`src/rtl/qnorm_pkg.sv`:
```
`default_nettype none
package qnorm_pkg;

  localparam int unsigned DefaultCompWidth = 16;
  localparam int unsigned TolWidth = 16;
  localparam logic [TolWidth-1:0] TolReset = 16'd1678;
  localparam int unsigned IntBits = 4;
  localparam int unsigned QueueDepth = 2;

  // Classification of one item, made by the front part.
  typedef enum logic [2:0] {
    KindZero = 3'b001,
    KindUnit = 3'b010,
    KindScale = 3'b100
  } kind_e;

endpackage
`default_nettype wire

```
`src/rtl/qnorm_front.sv`:
```
`default_nettype none
// Front part: squares the components, sums them and classifies the item.
// Two stages: squares, then sum and compare.
module qnorm_front import qnorm_pkg::*; #(
  parameter int unsigned CompWidth = DefaultCompWidth,
  localparam int unsigned MagWidth = CompWidth + 1,
  localparam int unsigned SumWidth = 2 * CompWidth + 1
) (
  input  wire logic                        clk_i,
  input  wire logic                        rst_ni,
  input  wire logic [TolWidth-1:0]         tol_i,
  input  wire logic                        in_valid_i,
  output logic                             in_ready_o,
  input  wire logic [4*CompWidth-1:0]      in_comp_i,
  output logic                             out_valid_o,
  input  wire logic                        out_ready_i,
  output logic [4*CompWidth-1:0]           out_comp_o,
  output logic [SumWidth-1:0]              out_sum_o,
  output kind_e                            out_kind_o
);
  localparam int unsigned SqWidth = 2 * CompWidth;
  localparam logic [SumWidth-1:0] One = SumWidth'(1) << (2 * (CompWidth - IntBits));

  logic s1_valid_q, s2_valid_q;
  logic [4*CompWidth-1:0] s1_comp_q, s2_comp_q;
  logic [SqWidth:0] s1_sq_q [4];
  logic [SumWidth-1:0] s2_sum_q;
  kind_e s2_kind_q;
  logic adv1, adv2;

  logic [MagWidth-1:0] mag [4];
  logic [SumWidth-1:0] sum_d, unit_dist;
  kind_e kind_d;

  assign adv2 = !s2_valid_q || out_ready_i;
  assign adv1 = !s1_valid_q || adv2;
  assign in_ready_o = adv1;

  // Absolute values of the components.
  always_comb begin
    for (int i = 0; i < 4; i++) begin
      mag[i] = in_comp_i[i*CompWidth+CompWidth-1]
             ? MagWidth'(-$signed({1'b1, in_comp_i[i*CompWidth +: CompWidth]}))
             : MagWidth'(in_comp_i[i*CompWidth +: CompWidth]);
    end
  end

  // Sum and classification of the registered squares.
  always_comb begin
    sum_d = SumWidth'(s1_sq_q[0]) + SumWidth'(s1_sq_q[1])
          + SumWidth'(s1_sq_q[2]) + SumWidth'(s1_sq_q[3]);
    unit_dist = (sum_d >= One) ? sum_d - One : One - sum_d;
    if (sum_d == '0) begin
      kind_d = KindZero;
    end else if (unit_dist <= SumWidth'(tol_i)) begin
      kind_d = KindUnit;
    end else begin
      kind_d = KindScale;
    end
  end

  always_ff @(posedge clk_i or negedge rst_ni) begin
    if (!rst_ni) begin
      s1_valid_q <= 1'b0;
      s2_valid_q <= 1'b0;
    end else begin
      if (adv1) s1_valid_q <= in_valid_i;
      if (adv2) s2_valid_q <= s1_valid_q;
    end
  end

  always_ff @(posedge clk_i) begin
    if (adv1) begin
      s1_comp_q <= in_comp_i;
      for (int i = 0; i < 4; i++) s1_sq_q[i] <= (SqWidth+1)'(mag[i] * mag[i]);
    end
    if (adv2) begin
      s2_comp_q <= s1_comp_q;
      s2_sum_q <= sum_d;
      s2_kind_q <= kind_d;
    end
  end

  assign out_valid_o = s2_valid_q;
  assign out_comp_o = s2_comp_q;
  assign out_sum_o = s2_sum_q;
  assign out_kind_o = s2_kind_q;
endmodule
`default_nettype wire

```
`config.mk`:
```
export PLATFORM = sky130hd
export DESIGN_NAME = qnorm_front
export DESIGN_NICKNAME = d
export VERILOG_FILES = /design/src/rtl/qnorm_pkg.sv /design/src/rtl/qnorm_front.sv
export SDC_FILE = /design/constraint.sdc
export NUM_CORES = 2
export LEC_CHECK = 0
export BUFFER_PORTS_ARGS = -buffer_cell sky130_fd_sc_hd__buf_2
export CORE_ASPECT_RATIO = 2
export CORE_MARGIN = 2
export CORE_UTILIZATION = 55
export CTS_CLUSTER_DIAMETER = 50
export DETAILED_ROUTE_END_ITERATION = 16
export HOLD_SLACK_MARGIN = 0.03
export PLACE_DENSITY = 0.78
export SLEW_MARGIN = 5
export SYNTH_ARGS = -nofsm -noshare
export SYNTH_HDL_FRONTEND = slang
export SYNTH_SLANG_ARGS = --single-unit
```
`constraint.sdc`:
```
create_clock -name clk_i -period 7.03 [get_ports clk_i]
set_input_delay 0.3515 -clock clk_i [delete_from_list [all_inputs] [get_ports clk_i]]
set_output_delay 0.3515 -clock clk_i [all_outputs]
set_load 0.005 [all_outputs]
```
==> metrics.md <==
| Metric | Value |
|---|---|
| Layout-stage area growth over the synthesis result | `27.1%` |
| Reg2reg path depth | `31` |
| Placed cell count | `6,660` |
| Starting density of the core | `0.554` |
| Post-detailed-placement half-perimeter wirelength | `106,000 µm` |
| Vias per cell | `5.28` |
| Transition time at the pin with the least slew margin | `1.22 ns` |
| Clock-pin slew on the worst setup and hold paths | `0.07 ns` |
| Total number of H-tree levels | `2` |
| Wire length reported by the detailed router | `128,000 µm` |
| Synth Flop Type | `sky130_fd_sc_hd__edfxtp_1` |
| Final net count | `7,101` |
| Leading area contributor after synthesis | `sky130_fd_sc_hd__fa_1` |
| Max-slew violation count | `0` |
| CTS Root Cell | `sky130_fd_sc_hd__clkbuf_16` |
| Remaining design rule violation count | `0` |
| Global-route wire length before repair | `202,000 µm` |
| Setup skew after layout | `0.0308 ns` |
| Die width | `206 µm` |
| Critical path required time | `7.39 ns` |
| Endpoints failing hold | `0` |
| Overall track demand over capacity in global routing | `0.315` |
| Cell area after layout | `57,300 µm²` |
| Post-Synthesis Cell Area | `45,100 µm²` |
| Die Footprint | `84,400 µm²` |
| Top post-synthesis cells by area | `sky130_fd_sc_hd__fa_1 37%, sky130_fd_sc_hd__edfxtp_1 19%, sky130_fd_sc_hd__ha_1 13%` |
| Max_slew headroom | `0.187` |
| Clock latency reported for the late side of the worst-skew pair | `0.61 ns` |
| Area share of the leading cell type in the synthesized netlist | `0.369` |
| Maximum number of pins on one net before global-route repair | `136` |
| Worst hold path stage count | `2` |
| Boundary Pins | `186` |
| Avg WL per Cell | `18.8 µm` |
| Cell Area, Placed | `54,300 µm²` |
| Max Cap Viol | `0` |
| Setup violation total in the final timing report | `20` |
| Synth cell types | `77` |
| CP Class | `in2reg` |
| Post-route non-filler standard cell count | `6,815` |
| ANT nets after route | `0` |
| Worst hold endpoint | `s1_comp_q[23]` |
| Post-route worst setup slack | `-0.627 ns` |
| GPL Wtd Cong | `1.02` |
| Nature of the critical path startpoint | `primary input` |
| Final worst-path cycle share | `1.09` |
| Via count of the first global-routing pass | `40,400` |
| Sink count of the clock tree | `290` |
| Shortest clock period the worst path allows after layout | `7.66 ns` |
| Capturing point of the worst reg2reg path | `out_kind_o[2]` |
| Synth async-reset ratio | `0.00690` |
| Launch instance of the worst register-to-register path | `s1_sq_q[0][2]` |
| Violated checks | `setup timing` |
| Number of enable-type register cells in the synthesized netlist | `288` |
| DRT Pass-1 Iters | `5` |
| Number of cells produced by synthesis | `4,536` |
| Result of the run | `complete, but fails checks` |
| Hold Crit Class | `in2reg` |
| Warnings, synthesis | `0` |
| Largest buffer count on any clock path | `3` |
| Grt total ovfl | `0` |
| CTS tree | `yes` |
| RSZ-0062 raised after global routing | `yes` |
| Number of buffers created by CTS | `36` |
| Fin util | `0.705` |
| Via Count | `36,000` |
| Maximum fanout along the worst path | `3` |
| Count of input and output buffers | `185` |
| Fraction of final layout cells with drive strength greater than 1 | `0.245` |
| Max Fclk | `0.131 GHz` |
| Cell Rows | `148` |
| Initial antenna violation count | `11` |
| Fill count | `5,596` |
| Arrival time of the worst setup path | `8.01 ns` |
| Sequential fraction of the synthesis area | `0.193` |
| Number of synthesized register bits | `290` |
| Fin Hold WS | `0.0535 ns` |
| Register-to-Register Setup Slack | `-0.39 ns` |
| Initial DRC count | `1,953` |
| Average cell area after synthesis | `9.94 µm²` |
| Critical Path Sink Type | `flip-flop` |
| Hold_sp | `in_comp_i[23]` |
| Die height | `409 µm` |
| Core area | `81,300 µm²` |
## worst max-delay path, cell delays in order
cell,delay (ns)
sky130_fd_sc_hd__buf_6,0.10
sky130_fd_sc_hd__nor4_4,0.31
sky130_fd_sc_hd__nand4_1,0.26
sky130_fd_sc_hd__or3_4,0.41
sky130_fd_sc_hd__or4b_4,0.52
sky130_fd_sc_hd__nand2b_4,0.17
sky130_fd_sc_hd__fa_1,0.46
sky130_fd_sc_hd__fa_1,0.49
sky130_fd_sc_hd__inv_1,0.05
sky130_fd_sc_hd__fa_1,0.47
sky130_fd_sc_hd__inv_1,0.05
sky130_fd_sc_hd__fa_1,0.49
sky130_fd_sc_hd__fa_1,0.54
sky130_fd_sc_hd__inv_2,0.05
sky130_fd_sc_hd__fa_1,0.53
sky130_fd_sc_hd__ha_4,0.21
sky130_fd_sc_hd__a21o_1,0.17
sky130_fd_sc_hd__a21o_1,0.21
sky130_fd_sc_hd__nor4_2,0.28
sky130_fd_sc_hd__o21ai_1,0.16
sky130_fd_sc_hd__and3_1,0.19
sky130_fd_sc_hd__o311a_1,0.31
sky130_fd_sc_hd__o41a_1,0.34
sky130_fd_sc_hd__a41o_1,0.21
sky130_fd_sc_hd__o211a_1,0.26
sky130_fd_sc_hd__o21ai_2,0.15
sky130_fd_sc_hd__nand2b_1,0.11
sky130_fd_sc_hd__xor2_1,0.16
## routing by layer
metal | part of all wire | wire length (µm) | global-route usage
met5 | 0.00054 | 69 | 0
met4 | 0.10 | 12900 | 0.250
met3 | 0.052 | 6660 | 0.0473
met2 | 0.54 | 69600 | 0.583
met1 | 0.30 | 39100 | 0.303
## layout by cell type (no fill, tap or decap), types with 95 or more instances in the layout
cell type                  count
sky130_fd_sc_hd__inv_1      1272
sky130_fd_sc_hd__buf_4       839
sky130_fd_sc_hd__fa_1        815
sky130_fd_sc_hd__ha_1        432
sky130_fd_sc_hd__nand2_1     326
sky130_fd_sc_hd__nor2_1      319
sky130_fd_sc_hd__edfxtp_1    288
sky130_fd_sc_hd__buf_2       177
sky130_fd_sc_hd__conb_1      147
sky130_fd_sc_hd__xnor2_1     127
sky130_fd_sc_hd__a21oi_1      95
## cell usage after synthesis, drive strengths merged, types with 4 or more instances
library cell,count
a21oi,128
xor2,82
nor3b,8
o21a,27
nor2,343
fa,831
nand3,31
nand2b,33
inv,1303
and3,13
nor4,12
a311oi,4
xnor2,143
a21o,54
o21bai,7
o21ai,91
ha,453
mux2i,4
o211ai,12
nand2,346
a21boi,6
and2,16
or4,5
a211oi,17
nor3,39
nand4,10
clkbuf,48
or3,20
edfxtp,288
nor2b,17
mux2,4
a31oi,14
or2,9
clkinv,27
a2111oi,5
o31ai,26
o41ai,9
## layout make-up
cell class                      count  area (µm²)  area share
Antenna cell                        5        12.5    0.000218
Clock buffer                       38         908      0.0159
Inverter                         1330        5030      0.0878
Sequential cell                   290        8700       0.152
Tap cell                         1050        1310      0.0229
Clock inverter                     27         318     0.00555
Timing Repair Buffer             1065        7780       0.136
Multi-Input combinational cell   3010       33200       0.580
## through the flow
step	setup WS, ns	TNS [ns]
2_1_floorplan	-0.560	-3.88
3_3_place_gp	-0.939	-21.84
3_5_place_dp	-1.19	-28.27
4_1_cts	-0.409	-1.60
5_1_grt	-0.852	-9.22
6_report	-0.627	-3.53
## worst max path at each step
stage | start | end | slack [ns] | cells after the start
6_report | in_comp_i[22] | s1_sq_q[1][31] | -0.63 | 28
5_1_grt | in_comp_i[22] | s1_sq_q[1][31] | -0.85 | 28
4_1_cts | s1_sq_q[0][2] | out_kind_o[2] | -0.41 | 33
3_5_place_dp | in_comp_i[22] | s1_sq_q[1][31] | -1.19 | 28
3_3_place_gp | in_comp_i[22] | s1_sq_q[1][31] | -0.94 | 28
2_1_floorplan | in_comp_i[26] | s1_sq_q[1][31] | -0.56 | 27
## timing repair
action,CTS,global route
buffers inserted,27,45
hold buffers,21,1
resized for setup,100,163
setup endpoints to repair,23,37
endpoints found under the hold margin,21,1
pin swaps,73,115
## state kept, by name, summed over array words and instances (netlist names)
name,flops
out_comp_o,64
s1_valid_q,1
out_valid_o,1
s1_sq_q,124
s1_comp_q,64
out_sum_o,33
out_kind_o,3
## cell families (layout without fill, tap and decap cells)
family,Yosys count,count (layout),share of synthesized area
flops,290,290,0.193
fa+ha+maj,1284,1284,0.495
simple gates,915,915,0.0893
xor+xnor,225,225,0.0437
buf+inv,1381,2460,0.115
compound gates,431,431,0.0619
mux,8,8,0.00189
other cells,2,152,0.000167
Power is left out: the tool's default activity adds up to more than one toggle a clock period on the data nets, which glitch-free logic cannot reach.
