## config.mk

```make
export PLATFORM = sky130hd
export DESIGN_NAME = qnorm_queue
export DESIGN_NICKNAME = d
export VERILOG_FILES = /design/src/rtl/qnorm_pkg.sv /design/src/rtl/qnorm_queue.sv
export SDC_FILE = /design/constraint.sdc
export NUM_CORES = 1
export LEC_CHECK = 0
export BUFFER_PORTS_ARGS = -buffer_cell sky130_fd_sc_hd__buf_2
export CAP_MARGIN = 20
export CORE_MARGIN = 1.5
export CORE_UTILIZATION = 52
export CTS_BUF_LIST = sky130_fd_sc_hd__clkbuf_8
export DETAILED_ROUTE_END_ITERATION = 8
export PLACE_DENSITY = 0.79
export SYNTH_ARGS = -nofsm -noshare
export SYNTH_HDL_FRONTEND = slang
export SYNTH_SLANG_ARGS = --single-unit
```

## constraint.sdc

```tcl
create_clock -name clk_i -period 1.93 [get_ports clk_i]
set_input_delay 0.0965 -clock clk_i [delete_from_list [all_inputs] [get_ports clk_i]]
set_output_delay 0.0965 -clock clk_i [all_outputs]
set_load 0.05 [all_outputs]
```

## src/rtl/qnorm_pkg.sv

```systemverilog
`default_nettype none
package qnorm_pkg;

  localparam int unsigned DefaultCompWidth = 16;
  localparam int unsigned TolWidth = 16;
  localparam logic [TolWidth-1:0] TolReset = 16'd1678;
  localparam int unsigned IntBits = 4;
  localparam int unsigned QueueDepth = 2;

  // Classification of one item, made by the front part.
  typedef enum logic [2:0] {
    KindZero = 3'b001,
    KindUnit = 3'b010,
    KindScale = 3'b100
  } kind_e;

endpackage
`default_nettype wire

```

## src/rtl/qnorm_queue.sv

```systemverilog
`default_nettype none
// Short queue between the front and back parts.
module qnorm_queue import qnorm_pkg::*; #(
  parameter int unsigned DataWidth = 8,
  parameter int unsigned Depth = QueueDepth,
  localparam int unsigned PtrWidth = (Depth > 1) ? $clog2(Depth) : 1
) (
  input  wire logic                 clk_i,
  input  wire logic                 rst_ni,
  input  wire logic                 wr_valid_i,
  output logic                      wr_ready_o,
  input  wire logic [DataWidth-1:0] wr_data_i,
  output logic                      rd_valid_o,
  input  wire logic                 rd_ready_i,
  output logic [DataWidth-1:0]      rd_data_o
);
  logic [DataWidth-1:0] mem_q [Depth];
  logic [PtrWidth-1:0] wr_ptr_q, rd_ptr_q;
  logic [PtrWidth:0] count_q;
  logic do_wr, do_rd;

  assign wr_ready_o = count_q != (PtrWidth+1)'(Depth);
  assign rd_valid_o = count_q != '0;
  assign do_wr = wr_valid_i && wr_ready_o;
  assign do_rd = rd_valid_o && rd_ready_i;
  assign rd_data_o = mem_q[rd_ptr_q];

  always_ff @(posedge clk_i or negedge rst_ni) begin
    if (!rst_ni) begin
      wr_ptr_q <= '0;
      rd_ptr_q <= '0;
      count_q <= '0;
    end else begin
      if (do_wr) wr_ptr_q <= (wr_ptr_q == PtrWidth'(Depth - 1)) ? '0 : wr_ptr_q + 1'b1;
      if (do_rd) rd_ptr_q <= (rd_ptr_q == PtrWidth'(Depth - 1)) ? '0 : rd_ptr_q + 1'b1;
      count_q <= count_q + (PtrWidth+1)'(do_wr) - (PtrWidth+1)'(do_rd);
    end
  end

  always_ff @(posedge clk_i) begin
    if (do_wr) mem_q[wr_ptr_q] <= wr_data_i;
  end
endmodule
`default_nettype wire

```

==> flow_summary.toml, run 1 <==
[sta]
setup_tns_ns = 0
final-setup-viol-count = 0
final_max_slew_viol_count = 0
timing.final.crit_share_pct = 78.6
tightest_slew_ns = 0.389
maxSlewHeadroom_pct = 74.0
timing.final.ws_setup_ns = 0.413
clock.fmax_mhz = 659
fin_crit_ns = 1.52
grt_setup_unrepaired = "false"
hold_viol = 0
skew_ns = 0.00357

[placement]
port_buffers = 21
place.gp.congestion = 0.749
postPlaceCellArea_um2 = 945
dp_slack_ns = 0.574
dp_hpwl_um = 851

[clock_network]
clock-sinks = 20
cts_made_buffers = 3
cts-root-buf = "clkbuf_8"
insertion_delay_ns = 0.25
ctsHtreeMaxLevel = 1
post_cts_buffers = 0
clk_path_buf_depth = 2
path_clk_slew_ns = 0.07
cts_tree = "yes"

[logic_synthesis]
synth_edf_count = 16
synth.distinct_cells = 17
ys_ff_latch = 20
ys_seq_area_share_pct = 71.7
synth_top_cell_by_area = "edfxtp_1"
synthArstFlopShare_pct = 20.0
ys_top_cells_by_count = "edfxtp_1, mux2_2, dfrtp_1, nor2_1, xnor2_1"
synth.most_common_cell = "edfxtp_1"
ys_top_cells_by_area = "edfxtp_1, dfrtp_1, mux2_2"
synth_ff_type = "edfxtp_1"
synth_area_per_cell_um2 = 17.2
yosysWarnings = 0
synth_area_um2 = 810
synth.top_cell.area_share_pct = 59.4
syn_nets = 60
postSynthCellCount = 47

[routing]
drt_wl_total_mm = 1.20
wire_per_inst_um = 13.3
first_pass_iters = 4
antenna_left = 0
first_iter_violations = 6
via_per_inst = 5.22
drc = 0
vias = 470

[worst_setup_path]
cp.required_ns = 1.83
crit_type = "flop to primary output"
cp.arrival_ns = 1.42
crit_fanout = 9
crit_buf_inv = 1
cpLargestDelayFamily = "flip-flops"
slowest_delay_ns = 0.58
slowest_stage = "dfrtp_1"
cp-start-kind = "flop"
crit_chain = "mux2_2, buf_2"
r2r_start = "count_q[0]$_DFF_PN0_"
worstReg2RegEnd = "mem_q[1][6]$_DFFE_PP_"
worst_setup_path_end_kind = "primary output"
r2r_slack_ns = 0.56
reg2reg_depth = 2

[cells_and_area]
n_fill_cell = 114
synthToLayoutAreaGrowth_pct = 23.5
seq_area_um2 = 581
multi_input_area_um2 = 224
nets = 88
layout-drive-gt1-share_pct = 48.6
final_util_pct = 67.1
antennaDiodeCount = 0
final_area_um2 = 1000

[floorplan]
rows = 14
start_util_pct = 54.4
core_area_um2 = 1490
dieArea_um2 = 1800
die_h_um = 42.5
die_width_um = 42.5
io-pin-count = 22

[min_path]
hold_path.startpoint = "wr_data_i[5]"
hold_depth = 1
worstHoldPathType = "input pin to flop"
hold_end = "mem_q[0][5]$_DFFE_PP_"

[pwr]
vdd_drop_max_mv = 1.04
totalPowerFinal_mw = 1.74
p_leak_nw = 0.402
powerDensity_nw_per_um2 = 1740

[job]
max-cap-violations = 0

[grt]
grt_antenna_before_repair = 0
overflow = 0
grt_max_degree = 12
grt_pass1_wl_mm = 2.02
grt_pass1_vias = 481
grt.total_usage_pct = 14.9

[outcome]
status = "finished clean"
timing repair:
item                                   in CTS  in global routing
hold buffers                                1                  0
endpoints found under the hold margin       4                  0
gates resized for setup                     0                  0
kinds of logic after synthesis:
logic type | Yosys count | share of synthesized area [%]
flops | 20 | 71.7
simple gates | 11 | 8.04
mux | 8 | 11.1
compound gates | 3 | 3.71
xor+xnor | 3 | 3.25
buf+inv | 1 | 0.618
fa+ha+maj | 1 | 1.55
cell usage in the layout, fill, tap and decap left out, types with 2 or more instances in the layout:
cell type  synthesis  layout
nor2_1             3       3
buf_2              1      21
buf_4              0       2
dfrtp_1            4       4
xnor2_1            3       3
nand2_1            2       2
clkbuf_8           0       3
edfxtp_1          16      16
mux2_2             8       8
per-stage QoR:
stage / hold slack, ns / instances
floorplan: -0.199 / 47
global placement: -0.0942 / 85
detailed placement: -0.0953 / 85
CTS: 0.0318 / 90
global route: 0.0245 / 90
finish: 0.0358 / 90
worst max-delay path by stage:
| stage | startpoint | endpoint | slack [ns] | depth (start not counted) |
|---|---|---|---|---|
| floorplan | count_q[0]$_DFF_PN0_ | mem_q[0][0]$_DFFE_PP_ | 0.13 | 3 |
| global placement | count_q[0]$_DFF_PN0_ | mem_q[1][0]$_DFFE_PP_ | 0.65 | 2 |
| detailed placement | count_q[0]$_DFF_PN0_ | mem_q[1][7]$_DFFE_PP_ | 0.57 | 2 |
| CTS | rd_ptr_q$_DFFE_PN0P_ | rd_data_o[7] | 0.39 | 2 |
| global route | rd_ptr_q$_DFFE_PN0P_ | rd_data_o[7] | 0.37 | 2 |
| finish | rd_ptr_q$_DFFE_PN0P_ | rd_data_o[7] | 0.41 | 2 |
registers in the layout, summed over array words and instances, names as in the netlist:
| name | count |
|---|---|
| count_q | 2 |
| wr_ptr_q | 1 |
| rd_ptr_q | 1 |
| mem_q | 16 |
per-layer routing:
layer / part of all wire (%) / wire, µm / track usage (%)
met1: 47 / 559 / 20.3
met2: 49 / 588 / 24.6
met3: 4.3 / 51 / 3.02
met4: 0 / 0 / 3.75
met5: 0 / 0 / 0
area by class of cell:
type,count,share of cell area [%]
clock buffer,3,4.13
sequential,20,58.1
clock inverter,1,0.375
timing repair buffer,24,13.0
tap,16,2.00
multi-input combinational,26,22.4
where the power goes:
part           internal (mW)  switching (mW)
registers              0.602          0.0988
clock network          0.141           0.120
logic                  0.263           0.511
total                   1.01           0.730
No activity file was read; power rests on OpenSTA's default activity.
==> run 2, diff against run 1 <==
Clock period 1.93 ns to 1.5 ns, I/O delays scaled along.
==> run 2 against run 1 <==
Clock-buffer cell count did not move. Register-to-register slack lost 0.41 ns. Routed wire length fell by 2.8%. Global-route usage decreased by 0.64 points. Die area stayed put. Final cell count unchanged. Core utilization rose by 2.2 points. Combinational power rose by 29%. Sequential share of layout area shrank 1.7 points. Flip-flop and latch count unchanged. Final area is 3.3% higher.
==> flow_summary.toml, run 2 (synthesized netlist as in run 1, its figures left out) <==
[pwr]
p_leak_nw = 0.414
p_seq_share_pct = 37.3
totalPowerFinal_mw = 2.42
p_switching_mw = 0.946
power_frac_comb_pct = 41.0
vdd_drop_max_mv = 1.31
switching_share_pct = 39.0
powerDensity_nw_per_um2 = 2350
clockPowerShare_pct = 21.6
intPower_mw = 1.48

[min_path]
hold_path.startpoint = "wr_data_i[3]"
worstHoldPathType = "input pin to flop"

[cells_and_area]
antennaDiodeCount = 0
layout-drive-gt1-share_pct = 54.1
nets = 88
reg_top3 = "mem_q: 16 flops, count_q: 2 flops"
synthToLayoutAreaGrowth_pct = 27.5
multi_input_area_um2 = 229
seq_area_um2 = 582
n_fill_cell = 108
largest_reg_flops = 16
finalNonFillerCells = 90
regMostFlops = "mem_q"
final_cell_mix = "buf_2, edfxtp_1, mux2_2"
final_common_cell = "buf_2"

[sta]
holdWs_ns = 0.00593
timing.final.crit_share_pct = 92.9
final_max_slew_viol_count = 0
skew_ns = 0.00319
timing.final.ws_setup_ns = 0.107
maxSlewHeadroom_pct = 76.7
grt_setup_unrepaired = "false"
fin_crit_ns = 1.39
tightest_slew_ns = 0.349
hold_viol = 0
clock.fmax_mhz = 718
final-setup-viol-count = 0
setup_tns_ns = 0

[worst_setup_path]
critPathLaunch = "rd_ptr_q$_DFFE_PN0P_"
crit_type = "flop to primary output"
r2r_start = "count_q[1]$_DFF_PN0_"
cp-start-kind = "flop"
slowest_stage = "dfrtp_2"
crit_fanout = 9
worst_setup_path_end_kind = "primary output"
crit_chain = "mux2_2, buf_2"
slowest_delay_ns = 0.49
cp.required_ns = 1.42
r2r_slack_ns = 0.15
cp.arrival_ns = 1.32
crit_buf_inv = 1
cpLargestDelayFamily = "flip-flops"

[clock_network]
ctsHtreeMaxLevel = 1
cts_tree = "yes"
cts_made_buffers = 3
clk_path_buf_depth = 2
clock-sinks = 20
cts-root-buf = "clkbuf_8"
insertion_delay_ns = 0.25
path_clk_slew_ns = 0.07

[floorplan]
core_area_um2 = 1490
start_util_pct = 54.4
dieArea_um2 = 1800
io-pin-count = 22
die_width_um = 42.5
rows = 14
die_h_um = 42.5

[placement]
dp_slack_ns = 0.155
place.gp.congestion = 0.715
placed_cells = 85
port_buffers = 21
dp_hpwl_um = 864

[grt]
overflow = 0
grt_max_degree = 13
grt_pass1_wl_mm = 1.81
grt.total_usage_pct = 14.3
grt_antenna_before_repair = 0
grt_pass1_vias = 434

[routing]
vias = 455
drc = 0
first_pass_iters = 3
wire_per_inst_um = 13.0
drt_wl_total_mm = 1.17
antenna_left = 0
via_per_inst = 5.06
first_iter_violations = 7

[job]
max-cap-violations = 0

[outcome]
status = "finished clean"
run 2: cell count changes in the layout (fill, tap and decap cells not counted), sizes merged:
cell	before	now
clkinv	1	0
bufinv	0	1
run 2: final cells by class:
type	instances	share of cell area, %
Sequential cell	20	56.4
Multi-Input combinational cell	26	22.2
Timing Repair Buffer	24	12.6
Clock buffer	3	4.00
Clock inverter	1	2.91
Tap cell	16	1.94
run 2: worst paths after layout:
kind	to	cells past startpoint
min reg2reg	wr_ptr_q$_DFFE_PN0P_	1
min	mem_q[0][3]$_DFFE_PP_	1
max reg2reg	count_q[1]$_DFF_PN0_	5
max in group asynchronous	rd_ptr_q$_DFFE_PN0P_	2
max	rd_data_o[4]	2
min in group asynchronous	wr_ptr_q$_DFFE_PN0P_	2
run 2: power groups by stage:
stage | sequential [mW] | combinational [mW] | clock (mW)
finish | 0.905 | 0.995 | 0.524
global placement | 0.911 | 0.983 | 0
global route | 0.924 | 1.04 | 0.551
detailed placement | 0.917 | 1.00 | 0
floorplan | 0.849 | 0.845 | 0
CTS | 0.911 | 1.00 | 0.532
run 2: stage by stage:
stage | cell area [µm²] | util, %
floorplan | 815 | -
global placement | 950 | 63.8
detailed placement | 950 | 63.8
CTS | 1030 | 69.3
global route | 1030 | 69.3
finish | 1030 | 69.3
run 2: worst register-to-register path, cell delays in order, from the launching register on:
cell and delay [ns]:
dfrtp_1 0.46, nor2b_1 0.25, o21ba_1 0.16, nor2_1 0.05, ha_1 0.19, xnor2_1 0.13
run 2: repair_timing:
| action | 4_1_cts | 5_1_grt |
|---|---|---|
| endpoints found under the hold margin | 4 | 0 |
| buffers inserted | 0 | 0 |
| gates resized for setup | 1 | 0 |
| setup endpoints to repair | 8 | 0 |
| hold buffers | 1 | 0 |
run 2: per-layer routing:
metal | track usage (%) | vias up | wire [µm]
met5 | 0 | - | 0
met4 | 9.38 | 0 | 18
met3 | 4.31 | 2 | 46
met2 | 23.1 | 11 | 578
met1 | 16.2 | 212 | 523
li1 | - | 230 | -
